**src/gap_pkg.sv**
```systemverilog
`default_nettype none
package gap_pkg;

  localparam int DEF_SAMPLE_BITS = 16;

  localparam int AREA_W     = 13;
  localparam int CHANS_W    = 11;
  localparam int IMAGES_W   = 9;
  localparam int CHAN_IDX_W = 10;
  localparam int IMG_CNT_W  = 8;
  localparam int CFG_IDX_W  = 2;
  localparam int CFG_DATA_W = 13;

  localparam int MAX_AREA     = 4096;
  localparam int MAX_CHANNELS = 1024;
  localparam int MAX_IMAGES   = 256;

  typedef enum logic [CFG_IDX_W-1:0] {
    CFG_AREA     = 2'd0,
    CFG_CHANNELS = 2'd1,
    CFG_IMAGES   = 2'd2
  } cfg_idx_t;

  typedef enum logic [1:0] {
    BK_IDLE,
    BK_DIV,
    BK_OUT
  } bk_state_t;

  typedef struct packed {
    logic push;
    logic full;
  } q_ctrl_t;

endpackage
`default_nettype wire

```
**src/gap_if.sv**
```systemverilog
`default_nettype none
interface gap_in_if #(parameter int SAMPLE_BITS = 16) ();
  logic                          valid;
  logic                          ready;
  logic signed [SAMPLE_BITS-1:0] sample;
  modport source (output valid, output sample, input ready);
  modport sink   (input valid, input sample, output ready);
endinterface

interface gap_out_if import gap_pkg::*; #(parameter int SAMPLE_BITS = 16) ();
  logic                          valid;
  logic                          ready;
  logic signed [SAMPLE_BITS-1:0] mean;
  logic [CHAN_IDX_W-1:0]         channel_index;
  logic                          batch_done;
  modport source (output valid, output mean, output channel_index, output batch_done,
                  input ready);
  modport sink   (input valid, input mean, input channel_index, input batch_done,
                  output ready);
endinterface

interface gap_cfg_if import gap_pkg::*; ();
  logic                  valid;
  logic                  ready;
  logic [CFG_IDX_W-1:0]  index;
  logic [CFG_DATA_W-1:0] data;
  modport source (output valid, output index, output data, input ready);
  modport sink   (input valid, input index, input data, output ready);
endinterface
`default_nettype wire

```
**src/gap_front.sv**
```systemverilog
`default_nettype none
module gap_front import gap_pkg::*; #(
  parameter int SAMPLE_BITS = DEF_SAMPLE_BITS
) (
  input  wire logic                              clk,
  input  wire logic                              rst_n,
  input  wire logic                              in_valid,
  output logic                                   in_ready,
  input  wire logic signed [SAMPLE_BITS-1:0]     in_sample,
  input  wire logic                              cfg_valid,
  output logic                                   cfg_ready,
  input  wire logic [CFG_IDX_W-1:0]              cfg_index,
  input  wire logic [CFG_DATA_W-1:0]             cfg_data,
  input  wire logic                              q_full,
  output q_ctrl_t                                q_ctrl,
  output logic [SAMPLE_BITS+AREA_W-1:0]          push_sum,
  output logic [AREA_W-1:0]                      push_area,
  output logic [CHAN_IDX_W-1:0]                  push_chan,
  output logic                                   push_done
);

  localparam int SW = SAMPLE_BITS + AREA_W;

  logic [AREA_W-1:0]     area_r;
  logic [CHANS_W-1:0]    chans_r;
  logic [IMAGES_W-1:0]   images_r;
  logic [SW-1:0]         sum_r;
  logic [AREA_W-1:0]     scnt_r;
  logic [CHAN_IDX_W-1:0] ccnt_r;
  logic [IMG_CNT_W-1:0]  icnt_r;

  logic [AREA_W-1:0]     a_eff;
  logic [CHANS_W-1:0]    c_eff;
  logic [IMAGES_W-1:0]   n_eff;
  logic [SW-1:0]         sum_nxt;
  logic                  smp_last;
  logic                  chan_last;
  logic                  img_last;
  logic                  accept;
  logic                  cfg_hit;

  always_comb begin
    if (area_r == '0) begin
      a_eff = AREA_W'(1);
    end else if (area_r > AREA_W'(MAX_AREA)) begin
      a_eff = AREA_W'(MAX_AREA);
    end else begin
      a_eff = area_r;
    end
    if (chans_r == '0) begin
      c_eff = CHANS_W'(1);
    end else if (chans_r > CHANS_W'(MAX_CHANNELS)) begin
      c_eff = CHANS_W'(MAX_CHANNELS);
    end else begin
      c_eff = chans_r;
    end
    if (images_r == '0) begin
      n_eff = IMAGES_W'(1);
    end else if (images_r > IMAGES_W'(MAX_IMAGES)) begin
      n_eff = IMAGES_W'(MAX_IMAGES);
    end else begin
      n_eff = images_r;
    end
  end

  assign sum_nxt   = sum_r + {{AREA_W{in_sample[SAMPLE_BITS-1]}}, in_sample};
  assign smp_last  = ({1'b0, scnt_r} + (AREA_W+1)'(1)) >= {1'b0, a_eff};
  assign chan_last = ({{(CHANS_W-CHAN_IDX_W){1'b0}}, ccnt_r} + CHANS_W'(1)) >= c_eff;
  assign img_last  = ({1'b0, icnt_r} + IMAGES_W'(1)) >= n_eff;

  assign in_ready  = !q_full;
  assign cfg_ready = 1'b1;
  assign accept    = in_valid && in_ready;
  assign cfg_hit   = cfg_valid && (cfg_index == CFG_AREA || cfg_index == CFG_CHANNELS ||
                                   cfg_index == CFG_IMAGES);

  assign q_ctrl.push = accept && smp_last;
  assign q_ctrl.full = q_full;
  assign push_sum    = sum_nxt;
  assign push_area   = a_eff;
  assign push_chan   = ccnt_r;
  assign push_done   = chan_last && img_last;

  always_ff @(posedge clk) begin
    if (!rst_n) begin
      area_r   <= AREA_W'(1);
      chans_r  <= CHANS_W'(1);
      images_r <= IMAGES_W'(1);
      sum_r    <= '0;
      scnt_r   <= '0;
      ccnt_r   <= '0;
      icnt_r   <= '0;
    end else if (cfg_hit) begin
      unique case (cfg_index)
        CFG_AREA:     area_r   <= cfg_data;
        CFG_CHANNELS: chans_r  <= cfg_data[CHANS_W-1:0];
        CFG_IMAGES:   images_r <= cfg_data[IMAGES_W-1:0];
        default:      area_r   <= area_r;
      endcase
      sum_r  <= '0;
      scnt_r <= '0;
      ccnt_r <= '0;
      icnt_r <= '0;
    end else if (accept) begin
      if (smp_last) begin
        sum_r  <= '0;
        scnt_r <= '0;
        if (chan_last) begin
          ccnt_r <= '0;
          icnt_r <= img_last ? '0 : icnt_r + IMG_CNT_W'(1);
        end else begin
          ccnt_r <= ccnt_r + CHAN_IDX_W'(1);
        end
      end else begin
        sum_r  <= sum_nxt;
        scnt_r <= scnt_r + AREA_W'(1);
      end
    end
  end

endmodule
`default_nettype wire

```
**src/gap_queue.sv**
```systemverilog
`default_nettype none
module gap_queue #(
  parameter int W = 53
) (
  input  wire logic         clk,
  input  wire logic         rst_n,
  input  wire logic         push,
  input  wire logic [W-1:0] push_data,
  input  wire logic         pop,
  output logic              full,
  output logic              not_empty,
  output logic [W-1:0]      head_data
);

  logic [W-1:0] mem_r [2];
  logic         wr_ptr_r;
  logic         rd_ptr_r;
  logic [1:0]   cnt_r;

  assign full      = cnt_r == 2'd2;
  assign not_empty = cnt_r != 2'd0;
  assign head_data = mem_r[rd_ptr_r];

  always_ff @(posedge clk) begin
    if (push) begin
      mem_r[wr_ptr_r] <= push_data;
    end
  end

  always_ff @(posedge clk) begin
    if (!rst_n) begin
      wr_ptr_r <= 1'b0;
      rd_ptr_r <= 1'b0;
      cnt_r    <= 2'd0;
    end else begin
      if (push) begin
        wr_ptr_r <= !wr_ptr_r;
      end
      if (pop) begin
        rd_ptr_r <= !rd_ptr_r;
      end
      if (push && !pop) begin
        cnt_r <= cnt_r + 2'd1;
      end else if (pop && !push) begin
        cnt_r <= cnt_r - 2'd1;
      end
    end
  end

endmodule
`default_nettype wire

```
**src/gap_back.sv**
```systemverilog
`default_nettype none
module gap_back import gap_pkg::*; #(
  parameter int SAMPLE_BITS = DEF_SAMPLE_BITS
) (
  input  wire logic                          clk,
  input  wire logic                          rst_n,
  input  wire logic                          q_valid,
  output logic                               q_pop,
  input  wire logic [SAMPLE_BITS+AREA_W-1:0] q_sum,
  input  wire logic [AREA_W-1:0]             q_area,
  input  wire logic [CHAN_IDX_W-1:0]         q_chan,
  input  wire logic                          q_done,
  output logic                               out_valid,
  input  wire logic                          out_ready,
  output logic signed [SAMPLE_BITS-1:0]      out_mean,
  output logic [CHAN_IDX_W-1:0]              out_chan,
  output logic                               out_done
);

  localparam int SW     = SAMPLE_BITS + AREA_W;
  localparam int STEP_W = $clog2(SW);

  bk_state_t state_r, state_nxt;

  logic [SW-1:0]          quo_r;
  logic [AREA_W-1:0]      rem_r;
  logic [AREA_W-1:0]      div_r;
  logic                   neg_r;
  logic [STEP_W-1:0]      step_r;
  logic [SAMPLE_BITS-1:0] mean_r;
  logic [CHAN_IDX_W-1:0]  chan_r;
  logic                   done_r;

  logic [AREA_W:0]        rem_sh;
  logic                   ge;
  logic [AREA_W:0]        diff;
  logic [SW-1:0]          quo_nxt;
  logic [AREA_W-1:0]      rem_nxt;
  logic [SAMPLE_BITS-1:0] q_mag;
  logic [SW-1:0]          sum_abs;
  logic                   load;
  logic                   last_step;

  assign rem_sh    = {rem_r, quo_r[SW-1]};
  assign ge        = rem_sh >= {1'b0, div_r};
  assign diff      = rem_sh - {1'b0, div_r};
  assign rem_nxt   = ge ? diff[AREA_W-1:0] : rem_sh[AREA_W-1:0];
  assign quo_nxt   = {quo_r[SW-2:0], ge};
  assign q_mag     = quo_nxt[SAMPLE_BITS-1:0];
  assign sum_abs   = q_sum[SW-1] ? ('0 - q_sum) : q_sum;
  assign last_step = step_r == STEP_W'(SW-1);

  always_comb begin
    state_nxt = state_r;
    unique case (state_r)
      BK_IDLE: if (q_valid) state_nxt = BK_DIV;
      BK_DIV:  if (last_step) state_nxt = BK_OUT;
      BK_OUT:  if (out_ready) state_nxt = BK_IDLE;
      default: state_nxt = BK_IDLE;
    endcase
  end

  always_comb begin
    load      = (state_r == BK_IDLE) && q_valid;
    q_pop     = load;
    out_valid = state_r == BK_OUT;
  end

  assign out_mean = $signed(mean_r);
  assign out_chan = chan_r;
  assign out_done = done_r;

  always_ff @(posedge clk) begin
    if (!rst_n) begin
      state_r <= BK_IDLE;
    end else begin
      state_r <= state_nxt;
    end
  end

  always_ff @(posedge clk) begin
    if (load) begin
      quo_r  <= sum_abs;
      rem_r  <= '0;
      div_r  <= q_area;
      neg_r  <= q_sum[SW-1];
      step_r <= '0;
      chan_r <= q_chan;
      done_r <= q_done;
    end else if (state_r == BK_DIV) begin
      quo_r  <= quo_nxt;
      rem_r  <= rem_nxt;
      step_r <= step_r + STEP_W'(1);
      if (last_step) begin
        mean_r <= neg_r ? ('0 - q_mag) : q_mag;
      end
    end
  end

endmodule
`default_nettype wire

```
**src/global_average_pool.sv**
```systemverilog
// global average pooling over a stream of signed q8.8 samples
// in_chan: one sample per transfer, channel by channel, image by image;
//   each channel's area samples arrive back to back
// out_chan: one transfer per channel with the truncated mean, the channel
//   index and batch_done on the last channel of the last image
// cfg_chan: index 0 area, 1 channels, 2 images; cfg_ready is always high,
//   a write to a known index restarts the stream at sample 0
// throughput: the front takes one sample per cycle while the two-entry
//   result queue has room; the back loads one mean at a time from the queue,
//   divides it in the bit-serial divider and holds it until out_ready
// path: the last sample's sum is pushed into the queue and taken by the back
//   once the divider is free
// reset: registers return to 1, all counters and the queue clear
// when the receiver stalls the mean holds on out_chan, the queue fills
//   behind it and in_ready drops only once both queue entries are taken
`default_nettype none
module global_average_pool import gap_pkg::*; #(
  parameter int SAMPLE_BITS = DEF_SAMPLE_BITS
) (
  input  wire logic  clk,
  input  wire logic  rst_n,
  gap_in_if.sink     in_chan,
  gap_out_if.source  out_chan,
  gap_cfg_if.sink    cfg_chan
);

  localparam int SW  = SAMPLE_BITS + AREA_W;
  localparam int Q_W = SW + AREA_W + CHAN_IDX_W + 1;

  q_ctrl_t               q_ctrl;
  logic                  in_ready;
  logic                  cfg_ready;
  logic                  q_full;
  logic                  q_valid;
  logic                  q_pop;
  logic [Q_W-1:0]        q_head;
  logic [SW-1:0]         push_sum;
  logic [AREA_W-1:0]     push_area;
  logic [CHAN_IDX_W-1:0] push_chan;
  logic                  push_done;

  assign in_chan.ready  = in_ready;
  assign cfg_chan.ready = cfg_ready;

  gap_front #(.SAMPLE_BITS(SAMPLE_BITS)) u_front (
    .clk       (clk),
    .rst_n     (rst_n),
    .in_valid  (in_chan.valid),
    .in_ready  (in_ready),
    .in_sample (in_chan.sample),
    .cfg_valid (cfg_chan.valid),
    .cfg_ready (cfg_ready),
    .cfg_index (cfg_chan.index),
    .cfg_data  (cfg_chan.data),
    .q_full    (q_full),
    .q_ctrl    (q_ctrl),
    .push_sum  (push_sum),
    .push_area (push_area),
    .push_chan (push_chan),
    .push_done (push_done)
  );

  gap_queue #(.W(Q_W)) u_queue (
    .clk       (clk),
    .rst_n     (rst_n),
    .push      (q_ctrl.push),
    .push_data ({push_sum, push_area, push_chan, push_done}),
    .pop       (q_pop),
    .full      (q_full),
    .not_empty (q_valid),
    .head_data (q_head)
  );

  gap_back #(.SAMPLE_BITS(SAMPLE_BITS)) u_back (
    .clk       (clk),
    .rst_n     (rst_n),
    .q_valid   (q_valid),
    .q_pop     (q_pop),
    .q_sum     (q_head[Q_W-1 -: SW]),
    .q_area    (q_head[AREA_W+CHAN_IDX_W -: AREA_W]),
    .q_chan    (q_head[CHAN_IDX_W:1]),
    .q_done    (q_head[0]),
    .out_valid (out_chan.valid),
    .out_ready (out_chan.ready),
    .out_mean  (out_chan.mean),
    .out_chan  (out_chan.channel_index),
    .out_done  (out_chan.batch_done)
  );

endmodule
`default_nettype wire

```
**src/flat_wrapper.sv**
```systemverilog
// flat-port wrapper written by rule: the top's interface ports become plain ports
module global_average_pool_flat import gap_pkg::*;
#(
  parameter int SAMPLE_BITS = DEF_SAMPLE_BITS
)
  (clk, rst_n, in_chan_valid, in_chan_sample, in_chan_ready, out_chan_valid, out_chan_mean, out_chan_channel_index, out_chan_batch_done, out_chan_ready, cfg_chan_valid, cfg_chan_index, cfg_chan_data, cfg_chan_ready);
  gap_in_if #(.SAMPLE_BITS(SAMPLE_BITS)) in_chan_i ();
  gap_out_if #(.SAMPLE_BITS(SAMPLE_BITS)) out_chan_i ();
  gap_cfg_if cfg_chan_i ();
  input  wire logic clk;
  input  wire logic rst_n;
  input wire logic [$bits(in_chan_i.valid)-1:0] in_chan_valid;
  input wire logic [$bits(in_chan_i.sample)-1:0] in_chan_sample;
  output wire logic [$bits(in_chan_i.ready)-1:0] in_chan_ready;
  output wire logic [$bits(out_chan_i.valid)-1:0] out_chan_valid;
  output wire logic [$bits(out_chan_i.mean)-1:0] out_chan_mean;
  output wire logic [$bits(out_chan_i.channel_index)-1:0] out_chan_channel_index;
  output wire logic [$bits(out_chan_i.batch_done)-1:0] out_chan_batch_done;
  input wire logic [$bits(out_chan_i.ready)-1:0] out_chan_ready;
  input wire logic [$bits(cfg_chan_i.valid)-1:0] cfg_chan_valid;
  input wire logic [$bits(cfg_chan_i.index)-1:0] cfg_chan_index;
  input wire logic [$bits(cfg_chan_i.data)-1:0] cfg_chan_data;
  output wire logic [$bits(cfg_chan_i.ready)-1:0] cfg_chan_ready;
  assign in_chan_i.valid = in_chan_valid;
  assign in_chan_i.sample = in_chan_sample;
  assign in_chan_ready = in_chan_i.ready;
  assign out_chan_valid = out_chan_i.valid;
  assign out_chan_mean = out_chan_i.mean;
  assign out_chan_channel_index = out_chan_i.channel_index;
  assign out_chan_batch_done = out_chan_i.batch_done;
  assign out_chan_i.ready = out_chan_ready;
  assign cfg_chan_i.valid = cfg_chan_valid;
  assign cfg_chan_i.index = cfg_chan_index;
  assign cfg_chan_i.data = cfg_chan_data;
  assign cfg_chan_ready = cfg_chan_i.ready;
  global_average_pool #(.SAMPLE_BITS(SAMPLE_BITS)) u_core (.clk(clk), .rst_n(rst_n), .in_chan(in_chan_i), .out_chan(out_chan_i), .cfg_chan(cfg_chan_i));
endmodule
```
**config.mk**
```make
export PLATFORM = sky130hd
export DESIGN_NAME = global_average_pool_flat
export DESIGN_NICKNAME = d
export VERILOG_FILES = /design/src/gap_pkg.sv /design/src/gap_if.sv /design/src/gap_front.sv /design/src/gap_queue.sv /design/src/gap_back.sv /design/src/global_average_pool.sv /design/src/flat_wrapper.sv
export SDC_FILE = /design/constraint.sdc
export NUM_CORES = 1
export LEC_CHECK = 0
export ABC_AREA = 1
export BUFFER_PORTS_ARGS = -buffer_cell sky130_fd_sc_hd__buf_2
export CAP_MARGIN = 0
export CORE_MARGIN = 3
export CORE_UTILIZATION = 58
export CTS_BUF_LIST = sky130_fd_sc_hd__clkbuf_4 sky130_fd_sc_hd__clkbuf_8
export DETAILED_ROUTE_END_ITERATION = 7
export GPL_TIMING_DRIVEN = 0
export PLACE_DENSITY = 0.77
export SYNTH_ARGS = -nofsm -noshare
export SYNTH_HDL_FRONTEND = slang
export SYNTH_SLANG_ARGS = --single-unit
```
**constraint.sdc**
```tcl
create_clock -name clk -period 5.2 [get_ports clk]
set_clock_uncertainty 0.1 [all_clocks]
set_input_delay 0 -clock clk [delete_from_list [all_inputs] [get_ports clk]]
set_output_delay 0 -clock clk [all_outputs]
set_load 0.02 [all_outputs]
```
==> results.sh, run 1 <==
export IMPL_status="finished clean"
export IMPL_cp_end_kind="flip-flop"
export IMPL_grt_usage_pct=25.5
export IMPL_die_h_um=176
export IMPL_ys_seq_area_share_pct=45.5
export IMPL_setup_violations=0
export IMPL_leakage_nw=9.03
export IMPL_rows=61
export IMPL_fin_nets=2462
export IMPL_r2r_start="u_core.u_front.scnt_r[0]$_SDFFE_PP0P_"
export IMPL_tightest_slew_ps=1220
export IMPL_min_period_over_period_pct=73.4
export IMPL_synthCells=2184
export IMPL_synth_edff_count=176
export IMPL_pre_cts_ws_ps=1420
export IMPL_ys_flop_type="edfxtp_1"
export IMPL_synth_area_top_cells="edfxtp_1, nand2_1, dfxtp_1"
export IMPL_vias=14600
export IMPL_grt_start_max_net_pins=35
export IMPL_stdcell_area_um2=19100
export IMPL_syn_cell_area_um2=16800
export IMPL_gp_congestion=0.916
export IMPL_synth_nets=2304
export IMPL_wl_per_cell_um=14.4
export IMPL_holdCritPathClass="primary input to flip-flop"
export IMPL_die_w_um=176
export IMPL_synth_most_common_cell="nand2_1"
export IMPL_routed_wl_um=39900
export IMPL_critical_path_max_fanout=34
export IMPL_grt_pass1_vias=13600
export IMPL_dieArea_um2=31000
export IMPL_cp_startpoint="u_core.u_front.scnt_r[0]$_SDFFE_PP0P_"
export IMPL_whs_ps=43.1
export IMPL_p_per_area_nw_per_um2=483
export IMPL_setup_slack_ps=1380
export IMPL_start_util_pct=59.6
export IMPL_rsz0062_at_grt="false"
export IMPL_antenna_cells=0
export IMPL_grt_ovfl_total=0
export IMPL_drive_gt1_share_pct=10.3
export IMPL_num_fill_cells=2303
export IMPL_cts_tree="yes"
export IMPL_cts_sinks=294
export IMPL_maxCapViolations=0
export IMPL_ant_nets=0
export IMPL_htree_levels=2
export IMPL_slew_viol_final=0
export IMPL_place_port_buffers=64
export IMPL_rr_worst_depth=15
export IMPL_start_kind="flip-flop"
export IMPL_synth_common_cells="nand2_1, inv_1, nor2_1"
export IMPL_period_minus_slack_ps=3820
export IMPL_max_freq_mhz=262
export IMPL_hpwl_um=29500
export IMPL_cp_arrival_ps=3970
export IMPL_antenna_found_initial=0
export IMPL_cts_setup_buffers=0
export IMPL_drcViolationCount=0
export IMPL_clk_root_buffer_cell="clkbuf_8"
export IMPL_path_class="flip-flop to flip-flop"
export IMPL_clock_latency_ps=590
export IMPL_postPlaceCellArea_um2=17600
export IMPL_clk_pin_slew_worst_paths_ps=60
export IMPL_ys_ff_latch=294
export IMPL_yosys_area_top_type="edfxtp_1"
export IMPL_yosys_warnings=0
export IMPL_cts_buffer_depth=3
export IMPL_power_mw=9.24
export IMPL_finalHoldViolCount=0
export IMPL_required_ps=5350
export IMPL_core_um2=28200
export IMPL_drtPass1Iterations=5
export IMPL_syn_avg_cell_area_um2=7.69
export IMPL_ys_types=48
export IMPL_max_slew_margin_pct=18.4
export IMPL_whs_path_depth=6
export IMPL_grt_pass1_wl_um=65200
export IMPL_yosysTopAreaCellShare_pct=31.5
export IMPL_top_level_ports=66
export IMPL_drt_iter0_markers=1042
export IMPL_vdd_drop_max_uv=225
export IMPL_cts_buffers=50
export IMPL_syn_to_final_growth_pct=14.0
export IMPL_hold_path_startpoint="in_chan_sample[15]"
export IMPL_async_flop_share_pct=0
export IMPL_vias_per_cell=5.27
==> logic make-up after synthesis <==
group | Yosys count | synth area share (%)
flops | 294 | 45.5
compound gates | 249 | 7.83
buf+inv | 352 | 8.57
xor+xnor | 62 | 3.23
simple gates | 1142 | 28.5
fa+ha+maj | 84 | 6.35
other cells | 1 | 0.0223
==> final timing paths <==
| kind | endpoint | slack [ps] |
|---|---|---|
| max | u_core.u_queue.mem_r[0][27]$_DFFE_PP_ | 1380 |
| min | u_core.u_front.sum_r[28]$_SDFFE_PP0P_ | 40 |
| max reg2reg | u_core.u_queue.mem_r[0][27]$_DFFE_PP_ | 1380 |
| min reg2reg | flip-flop | 360 |
==> per-layer routing <==
layer	vias up	part of all wire, %	global-route usage (%)
li1	7359	-	-
met1	6636	45	34.9
met2	468	46	42.2
met3	94	5.8	3.46
met4	0	2.8	8.41
met5	-	0	0
==> power by group <==
| group | internal [mW] | switching, mW |
|---|---|---|
| registers | 3.16 | 0.218 |
| clock network | 1.28 | 0.954 |
| logic | 1.13 | 2.49 |
==> state kept, by name, summed over array words and instances, names as in the netlist, 2 cells and up, named ones only <==
name                      cells
u_core.u_queue.mem_r        106
u_core.u_back.rem_r          13
u_core.u_front.scnt_r        13
u_core.u_front.area_r        13
u_core.u_back.div_r          13
u_core.u_back.step_r          5
u_core.u_front.sum_r         29
u_core.u_back.state_r         2
u_core.u_back.out_chan       10
u_core.u_front.push_chan     10
u_core.u_front.images_r       9
u_core.u_queue.cnt_r          2
u_core.u_front.icnt_r         8
u_core.u_front.chans_r       11
u_core.u_back.quo_r          29
u_core.u_back.out_mean       16
==> critical path, cell delays in order, from the launching register on <==
cell and delay, ps:
dfxtp_1 430, ha_1 240, nand2_1 70, nor2_1 150
nand2_1 140, nor3_1 210, xor2_1 140, ha_1 320
nand3_1 110, nor2_1 100, nand2_1 90, nand4_2 120
nand2_1 180, buf_2 250, nor2_4 510, buf_12 290
==> per-stage QoR <==
step	TNS [ps]	cells	utilization, %
after floorplan	0	2184	-
after global placement	-103100	2626	62.4
after detailed placement	0	2628	62.6
after CTS	0	2761	68.0
after global routing	0	2761	68.0
final	0	2761	68.0
==> layout make-up <==
cell class	instances	area [um^2]	share of cell area, %
Multi-Input combinational cell	1538	7720	40.4
Sequential cell	294	7650	40.0
Inverter	298	1130	5.88
Clock buffer	81	965	5.04
Timing Repair Buffer	106	761	3.98
Tap cell	378	473	2.47
Buffer	54	313	1.63
Clock inverter	12	130	0.680
==> what timing repair did <==
action | in CTS | in global routing
endpoints found under the hold margin | 78 | 0
hold buffers | 40 | 0
gates resized for setup | 0 | 0
setup endpoints to repair | 0 | 0
==> layout by cell type (no fill, tap or decap), drive strengths merged, types with 4 or more instances in the layout <==
cell,netlist,routed
nor4,5,5
ha,82,82
edfxtp,176,176
nand4,30,30
o31ai,5,5
nand3b,4,4
o21ai,103,103
and2,5,5
nand3,116,116
buf,26,92
nor2,191,191
o211ai,5,5
nor3,16,16
dfxtp,118,118
dlygate4sd3,0,40
nand2,768,768
clkbuf,28,109
xnor2,13,13
xor2,49,49
a21oi,127,127
clkinv,2,7
inv,296,298
Power figures use the tool's default switching activity.
==> run 2: changes to the inputs <==
Settings changed: ABC_AREA 1 to 0, CORE_UTILIZATION 58 to 64, PLACE_DENSITY 0.77 to 0.8.
Clock period 5.2 ns to 3.9 ns, I/O delays scaled along.
==> run 2 against run 1 <==
Worst hold slack lost 15 ps. Synthesized cell count shrank 33%. Register-to-register slack lost 1200 ps. First-iteration DRC count shrank 14%.
==> results.sh, run 2 <==
export IMPL_status="finished clean"
export IMPL_holdCritPathClass="primary input to flip-flop"
export IMPL_dieArea_um2=26000
export IMPL_power_mw=10.9
export IMPL_grt_pass1_vias=11300
export IMPL_cts_buffer_depth=3
export IMPL_die_w_um=161
export IMPL_ys_seq_area_share_pct=49.6
export IMPL_tightest_slew_ps=1220
export IMPL_largest_register="u_core.u_queue.mem_r"
export IMPL_p_per_area_nw_per_um2=609
export IMPL_start_kind="flip-flop"
export IMPL_die_h_um=161
export IMPL_cts_sinks=294
export IMPL_drcViolationCount=0
export IMPL_top_level_ports=66
export IMPL_clk_root_buffer_cell="clkbuf_8"
export IMPL_synth_common_cells="edfxtp_1, nand2_1, dfxtp_1"
export IMPL_rr_worst_depth=15
export IMPL_whs_ps=28.2
export IMPL_slew_viol_final=0
export IMPL_drtPass1Iterations=5
export IMPL_critical_path_max_fanout=10
export IMPL_vias_per_cell=5.83
export IMPL_drive_gt1_share_pct=15.9
export IMPL_place_port_buffers=64
export IMPL_routed_wl_um=34600
export IMPL_fin_nets=1752
export IMPL_rows=56
export IMPL_antenna_cells=0
export IMPL_postPlaceCellArea_um2=16200
export IMPL_required_ps=4300
export IMPL_grt_pass1_wl_um=56200
export IMPL_drt_iter0_markers=897
export IMPL_hpwl_um=23900
export IMPL_cp_end_kind="flip-flop"
export IMPL_synth_area_top_cells="edfxtp_1, dfxtp_1, ha_1"
export IMPL_finalHoldViolCount=0
export IMPL_cts_buffers=48
export IMPL_cts_tree="yes"
export IMPL_leakage_nw=6.99
export IMPL_grt_usage_pct=26.4
export IMPL_setup_slack_ps=134
export IMPL_layout_commonest_cell="edfxtp_1"
export IMPL_syn_avg_cell_area_um2=10.5
export IMPL_r2r_end="u_core.u_front.sum_r[28]$_SDFFE_PP0P_"
export IMPL_htree_levels=2
export IMPL_synth_most_common_cell="edfxtp_1"
export IMPL_path_class="flip-flop to flip-flop"
export IMPL_pre_cts_ws_ps=-339
export IMPL_layout_common_cells="edfxtp_1, nand2_1, dfxtp_1"
export IMPL_max_freq_mhz=266
export IMPL_tns_ps=0
export IMPL_vias=11600
export IMPL_yosys_warnings=0
export IMPL_gp_congestion=0.913
export IMPL_yosysTopAreaCellShare_pct=34.3
export IMPL_ys_ff_latch=294
export IMPL_period_minus_slack_ps=3770
export IMPL_r2r_start="u_core.u_front.scnt_r[3]$_SDFFE_PP0P_"
export IMPL_grt_ovfl_total=0
export IMPL_whs_path_depth=4
export IMPL_fin_cells=1989
export IMPL_ys_flop_type="edfxtp_1"
export IMPL_antenna_found_initial=0
export IMPL_min_period_over_period_pct=96.6
export IMPL_grt_start_max_net_pins=35
export IMPL_async_flop_share_pct=0
export IMPL_hold_path_startpoint="in_chan_sample[10]"
export IMPL_ys_types=85
export IMPL_ant_nets=0
export IMPL_final_util_pct=75.6
export IMPL_largest_reg_flops=106
export IMPL_max_slew_margin_pct=17.8
export IMPL_synthCells=1465
export IMPL_synth_nets=1585
export IMPL_worst_hold_path_endpoint="u_core.u_queue.mem_r[0][35]$_DFFE_PP_"
export IMPL_core_um2=23600
export IMPL_syn_cell_area_um2=15400
export IMPL_start_util_pct=65.3
export IMPL_cp_arrival_ps=4160
export IMPL_stdcell_area_um2=17800
export IMPL_yosys_area_top_type="edfxtp_1"
export IMPL_clock_latency_ps=570
export IMPL_wl_per_cell_um=17.4
export IMPL_syn_to_final_growth_pct=15.7
export IMPL_vdd_drop_max_uv=331
export IMPL_maxCapViolations=0
export IMPL_placed_cells=1850
export IMPL_synth_edff_count=176
export IMPL_setup_violations=0
export IMPL_reg2reg_slack_ps=130
export IMPL_reg_top3="u_core.u_queue.mem_r: 106 flops, u_core.u_back.quo_r: 29 flops, u_core.u_front.sum_r: 29 flops"
export IMPL_clk_pin_slew_worst_paths_ps=60
## run 2: cell count changes in the layout (fill, tap and decap cells not counted), moves of 48 or more
cell     change
xnor2_1     +48
nand3_1     -90
mux2i_1     +54
nand2_1    -571
inv_1      -236
a21oi_1     -51
nor2_1      -88
## run 2: final cells by class
cell class	count	area (um^2)
multi-input combinational	1060	7450
buffer	53	265
tap	319	399
sequential	294	7650
timing repair buffer	117	858
inverter	58	220
clock inverter	17	131
fill	1585	5770
clock buffer	71	858
## run 2: how the worst max path moves through the flow
stage / depth (start not counted) / startpoint / to
final: 15 / u_core.u_front.scnt_r[3]$_SDFFE_PP0P_ / u_core.u_front.sum_r[28]$_SDFFE_PP0P_
after global routing: 17 / u_core.u_front.scnt_r[1]$_SDFFE_PP0P_ / u_core.u_front.sum_r[11]$_SDFFE_PP0P_
after CTS: 16 / u_core.u_front.scnt_r[1]$_SDFFE_PP0P_ / u_core.u_front.sum_r[28]$_SDFFE_PP0P_
after detailed placement: 15 / u_core.u_front.scnt_r[0]$_SDFFE_PP0P_ / u_core.u_queue.mem_r[1][47]$_DFFE_PP_
after global placement: 14 / u_core.u_front.scnt_r[0]$_SDFFE_PP0P_ / u_core.u_queue.mem_r[1][47]$_DFFE_PP_
after floorplan: 14 / u_core.u_front.scnt_r[1]$_SDFFE_PP0P_ / u_core.u_queue.mem_r[1][0]$_DFFE_PP_
## run 2: report_power, final
part / switching (mW) / leakage (nW) / internal [mW]
Combinational: 2.19 / 3.85 / 1.51
Sequential: 0.325 / 2.61 / 4.11
Clock: 1.19 / 0.524 / 1.54
Total: 3.71 / 6.99 / 7.17
## run 2: logic make-up after synthesis
family / count (synthesis) / share of synthesized area [%]
simple gates: 458 / 14.5
compound gates: 325 / 14.0
flops: 294 / 49.6
buf+inv: 113 / 2.99
xor+xnor: 104 / 5.90
mux: 86 / 6.02
fa+ha+maj: 84 / 6.91
other cells: 1 / 0.0243
## run 2: layer usage
| layer | track usage (%) | vias to the layer above | wire (um) |
|---|---|---|---|
| met5 | 0 | - | 0 |
| met4 | 8.64 | 0 | 789 |
| met1 | 36.4 | 5523 | 15600 |
| met2 | 42.4 | 343 | 16100 |
| met3 | 5.18 | 63 | 2130 |
| li1 | - | 5669 | - |
## run 2: what timing repair did
| item | CTS | global route |
|---|---|---|
| gates cloned | 3 | 0 |
| buffers inserted | 8 | 6 |
| hold buffers | 36 | 0 |
| gates resized for setup | 13 | 18 |
| hold endpoints to repair | 66 | 0 |
| pin swaps | 5 | 8 |
| endpoints found under the setup margin | 117 | 132 |
## run 2: critical path, cell delays in order (launching register included)
cell and delay, ps:
dfxtp_1 300, clkbuf_2 170, nand4_1 180, nor3_4 310, nand3_1 180, xnor2_1 220, ha_1 300, a21o_1 160
a21oi_1 160, o211ai_1 220, buf_4 220, nor4_4 370, clkbuf_4 290, buf_2 260, a21oi_1 100, a2bb2oi_1 130
